==> config.mk <==
export PLATFORM = sky130hd
export DESIGN_NAME = hbt_ctrl
export DESIGN_NICKNAME = d
export VERILOG_FILES = /design/src/rtl/hbt_pkg.sv /design/src/rtl/hbt_ctrl.sv
export SDC_FILE = /design/constraint.sdc
export NUM_CORES = 1
export LEC_CHECK = 0
export ABC_AREA = 1
export ABC_CLOCK_PERIOD_IN_PS = 1000
export BUFFER_PORTS_ARGS = -buffer_cell sky130_fd_sc_hd__buf_4
export CAP_MARGIN = 20
export CORE_AREA = 2 2 39 41
export CTS_CLUSTER_SIZE = 30
export DETAILED_ROUTE_END_ITERATION = 8
export DIE_AREA = 0 0 41 43
export PLACE_DENSITY = 0.6
export SLEW_MARGIN = 20
export SYNTH_ARGS = -nofsm -noshare
export SYNTH_HDL_FRONTEND = slang
export SYNTH_SLANG_ARGS = --single-unit
==> constraint.sdc <==
create_clock -name clk -period 1 [get_ports clk]
set_input_delay 0.15 -clock clk [delete_from_list [all_inputs] [get_ports clk]]
set_output_delay 0.15 -clock clk [all_outputs]
set_load 0.01 [all_outputs]
==> src/rtl/hbt_pkg.sv <==
`timescale 1ns / 1ps

package hbt_pkg;

    localparam int TABLE_SLOTS_DEF = 2048;
    localparam int PROBE_LIMIT_DEF = 8;
    localparam int ADDR_BITS_DEF   = 32;
    localparam int HASH_SHIFT_DEF  = 4;

    localparam int          WORD_W             = 32;
    localparam logic [31:0] HEADROOM_UNLIMITED = 32'h7FFF_FFFF;

    localparam logic FUNC_ALLOC      = 1'b0;
    localparam logic FUNC_PEAK_RESET = 1'b1;

    typedef enum logic [3:0] {
        ST_CLEAR,
        ST_IDLE,
        ST_START,
        ST_LRD,
        ST_LCHK,
        ST_DECIDE,
        ST_IRD,
        ST_ICHK,
        ST_FIN
    } state_t;

    typedef struct packed {
        logic load;
        logic clr_step;
        logic probe_old;
        logic probe_new;
        logic advance;
        logic mark_found;
        logic apply;
        logic ins_wr;
        logic fin;
    } cmd_t;

    typedef struct packed {
        logic clr_last;
        logic is_peak;
        logic old_zero;
        logic hit;
        logic empty;
        logic probe_last;
        logic need_insert;
        logic out_busy;
    } status_t;

endpackage

==> src/rtl/hbt_ctrl.sv <==
`timescale 1ns / 1ps

module hbt_ctrl (
    input  logic              clk,
    input  logic              rst_n,
    input  logic              in_valid,
    output logic              in_ready,
    output hbt_pkg::cmd_t     cmd,
    input  hbt_pkg::status_t  sts
);

    hbt_pkg::state_t state_reg;
    hbt_pkg::state_t state_next;

    always_ff @(posedge clk or negedge rst_n)
    begin
        if (!rst_n)
        begin
            state_reg <= hbt_pkg::ST_CLEAR;
        end
        else
        begin
            state_reg <= state_next;
        end
    end

    always_comb
    begin
        state_next = state_reg;
        case (state_reg)
            hbt_pkg::ST_CLEAR:
            begin
                if (sts.clr_last)
                begin
                    state_next = hbt_pkg::ST_IDLE;
                end
            end
            hbt_pkg::ST_IDLE:
            begin
                if (in_valid)
                begin
                    state_next = hbt_pkg::ST_START;
                end
            end
            hbt_pkg::ST_START:
            begin
                if (sts.is_peak || sts.old_zero)
                begin
                    state_next = hbt_pkg::ST_DECIDE;
                end
                else
                begin
                    state_next = hbt_pkg::ST_LRD;
                end
            end
            hbt_pkg::ST_LRD:
            begin
                state_next = hbt_pkg::ST_LCHK;
            end
            hbt_pkg::ST_LCHK:
            begin
                if (sts.hit || sts.empty || sts.probe_last)
                begin
                    state_next = hbt_pkg::ST_DECIDE;
                end
                else
                begin
                    state_next = hbt_pkg::ST_LRD;
                end
            end
            hbt_pkg::ST_DECIDE:
            begin
                if (sts.need_insert)
                begin
                    state_next = hbt_pkg::ST_IRD;
                end
                else
                begin
                    state_next = hbt_pkg::ST_FIN;
                end
            end
            hbt_pkg::ST_IRD:
            begin
                state_next = hbt_pkg::ST_ICHK;
            end
            hbt_pkg::ST_ICHK:
            begin
                if (sts.empty || sts.probe_last)
                begin
                    state_next = hbt_pkg::ST_FIN;
                end
                else
                begin
                    state_next = hbt_pkg::ST_IRD;
                end
            end
            hbt_pkg::ST_FIN:
            begin
                if (!sts.out_busy)
                begin
                    state_next = hbt_pkg::ST_IDLE;
                end
            end
            default:
            begin
                state_next = hbt_pkg::ST_IDLE;
            end
        endcase
    end

    always_comb
    begin
        cmd      = '0;
        in_ready = 1'b0;
        case (state_reg)
            hbt_pkg::ST_CLEAR:
            begin
                cmd.clr_step = 1'b1;
            end
            hbt_pkg::ST_IDLE:
            begin
                in_ready = 1'b1;
                cmd.load = in_valid;
            end
            hbt_pkg::ST_START:
            begin
                cmd.probe_old = 1'b1;
            end
            hbt_pkg::ST_LCHK:
            begin
                cmd.mark_found = sts.hit;
                cmd.advance    = !sts.hit && !sts.empty && !sts.probe_last;
            end
            hbt_pkg::ST_DECIDE:
            begin
                cmd.apply     = 1'b1;
                cmd.probe_new = sts.need_insert;
            end
            hbt_pkg::ST_ICHK:
            begin
                cmd.ins_wr  = sts.empty;
                cmd.advance = !sts.empty && !sts.probe_last;
            end
            hbt_pkg::ST_FIN:
            begin
                cmd.fin = !sts.out_busy;
            end
            default:
            begin
                cmd = '0;
            end
        endcase
    end

endmodule

==> reports/results.ini <==
[synthesis]
synthAdderAreaFrac = 0
synth-main-ff-cell = dfrtp_1
postSynthAreaPerCell_sq_um = 6.75
async_flop_share = 1.00
syn_nets = 69
syn_area_sq_um = 392
synth.most_common_cell = nor2_1
yosys-top-cells-area = dfrtp_1, nor2_1, nand3_2
synth_xor_area_frac = 0
yosys_warnings = 0
yosys.area.top_type = dfrtp_1
synth_cell_type_count = 20
synth.area.mux_share = 0
synth_top_family_by_area = simple AND/OR/NAND/NOR gates
synth_top_area_frac = 0.256
ys_ff_latch = 4
synth_common_cells = nor2_1, nand2_1, inv_1
synth_seq_area_share = 0.256
synth_cells = 58
synth_compound_area_frac = 0.0799
yosys.area_share.simple = 0.569
synth-edff-count = 0

[hold_path]
holdCritPathClass = primary input to flip-flop
timing.hold.worst.start = sts[1]

[flow_run]
maxCapViolations = 0

[floorplanning]
num_io_pins = 21
die_height_microns = 43
initial_core_util = 0.283
core_sq_um = 1380
dieWidth_microns = 41
die_area_sq_um = 1760
rows = 14

[route]
drc = 0
postRouteAntennaNets = 0
wl_per_cell_microns = 11.3
avgViaCountPerCell = 4.68
routed_wl_microns = 1330
drt-initial-drc-count = 8
detail_route.first_pass.iterations = 4
vias = 547

[grt]
globalRouteOverflowTotal = 0
grt_max_degree = 9
grt_pass1_vias = 514
grt_util_all_layers = 0.180
grt_pass1_wl_microns = 2110
antenna_found_initial = 0

[final_layout]
diodes = 0
finalNetCount = 113
largest_reg_flops = 4
area_growth_pct = 119
drive_gt1_frac = 0.733
multiInputGateArea_sq_um = 334
post-route-util = 0.618
ff_latch_area_sq_um = 104
nFillCells = 127
final_cells = 117

[clock_network]
clkTransAtPathRegs_ns = 0.05
clock-root-buffer = clkbuf_4
clk_path_buf_depth = 2
clock-sinks = 4
numCtsBuffers = 3
htreeDepth = 1
clk_latency_ns = 0.24
cts_tree = done

[sta]
finalSetupTns_ns = -4.91
drv_slew = 0
fmax_mhz = 701
min_period_ns = 1.43
worst_pin_slew_ns = 0.243
hold_viol_final = 0
fin_crit_sh = 1.43
rsz0062_at_grt = yes
skew_ns = 0.0121
final-setup-viol-count = 14
max-slew-margin-rel = 0.838
setup_ws_ns = -0.426

[power_and_ir_drop]
intPower_w = 0.00132
power_density_nw_per_um2 = 2850
p_switching_w = 0.00112
combinationalPowerShare = 0.746
vdd_drop_max_v = 0.00169
cellLeakagePower_nw = 0.436
pwr-share-seq = 0.161
power.total_w = 0.00244
sw_frac_of_total = 0.458
pwr-share-clk = 0.092

[setup_path]
startpoint = state_reg[1]$_DFFE_PN0P_
cp.required_ns = 0.85
critical_path_arrival_ns = 1.28
cp-end-kind = output pin
critical_path_class = flip-flop to output pin
r2r-start = state_reg[1]$_DFFE_PN0P_
path_max_fanout = 6
start_kind = flip-flop

[placement]
dp_cells = 101
pre_cts_slack_ns = -0.197
place_congestion = 0.792
portBuffers = 20
hpwl_microns = 962

[status]
violations = setup timing
outcome = finished with violations

[routing by layer]
metal  up-vias  share of wire  track usage
li1        276              -            -
met1       245           0.39        0.204
met2        22           0.52        0.297
met3         4          0.063       0.0576
met4         0          0.022       0.0667
met5         -              0            0
[worst paths after layout]
path,endpoint,slack [ns],cells past startpoint
min in group asynchronous,state_reg[0]$_DFFE_PN0P_,0.23,2
max in group asynchronous,state_reg[3]$_DFFE_PN0P_,0.64,2
max,cmd[0],-0.43,4
min,state_reg[3]$_DFFE_PN0P_,0.17,2
min reg2reg,state_reg[3]$_DFFE_PN0P_,0.75,3
max reg2reg,state_reg[0]$_DFFE_PN0P_,-0.36,6
[critical path: stages (launching register included)]
cell and delay (ns):
dfrtp_2 0.48, nor2_4 0.19, inv_2 0.07, nor4_4 0.12, buf_4 0.16
[final cells by class]
cell class,instances,share of cell area
multi-input cells,44,0.390
repair buffers,39,0.382
flip-flops and latches,4,0.121
inverters,10,0.0526
clock buffers,4,0.0307
well taps,16,0.0234
[power groups by stage]
| stage | registers, W | logic (W) | clock network, W |
|---|---|---|---|
| 3_3_place_gp | 0.000376 | 0.00131 | 0 |
| 5_1_grt | 0.000406 | 0.00195 | 0.000252 |
| 6_report | 0.000393 | 0.00182 | 0.000225 |
| 2_1_floorplan | 0.000383 | 0.000784 | 0 |
| 3_5_place_dp | 0.000375 | 0.00132 | 0 |
| 4_1_cts | 0.000380 | 0.00164 | 0.000225 |
[cell families after synthesis]
kind of cell / Yosys count
AND/OR/NAND/NOR: 39
AO/OA/AOI/OAI: 5
buffers and inverters: 10
flip-flops: 4
[cells in the final DEF (no fill, tap or decap), types with 4 or more instances in the layout]
| cell | Yosys | layout |
|---|---|---|
| buf_6 | 0 | 5 |
| inv_2 | 4 | 5 |
| buf_4 | 0 | 32 |
| nand3_1 | 4 | 4 |
| nor2_1 | 9 | 8 |
| nand2_1 | 8 | 5 |
[what timing repair did]
item                       CTS  global route
hold endpoints to repair     4             0
setup endpoints to repair   14            14
setup buffers                7             4
pin swaps                   10             6
hold buffers                 1             0
gates resized for setup      9             7
[metrics by stage]
step	hold WS, ns	area [sq um]
2_1_floorplan	-0.146	450
3_3_place_gp	-0.0541	673
3_5_place_dp	-0.0538	673
4_1_cts	0.175	806
5_1_grt	0.166	856
6_report	0.172	856
No activity file was read; power rests on OpenSTA's default activity.
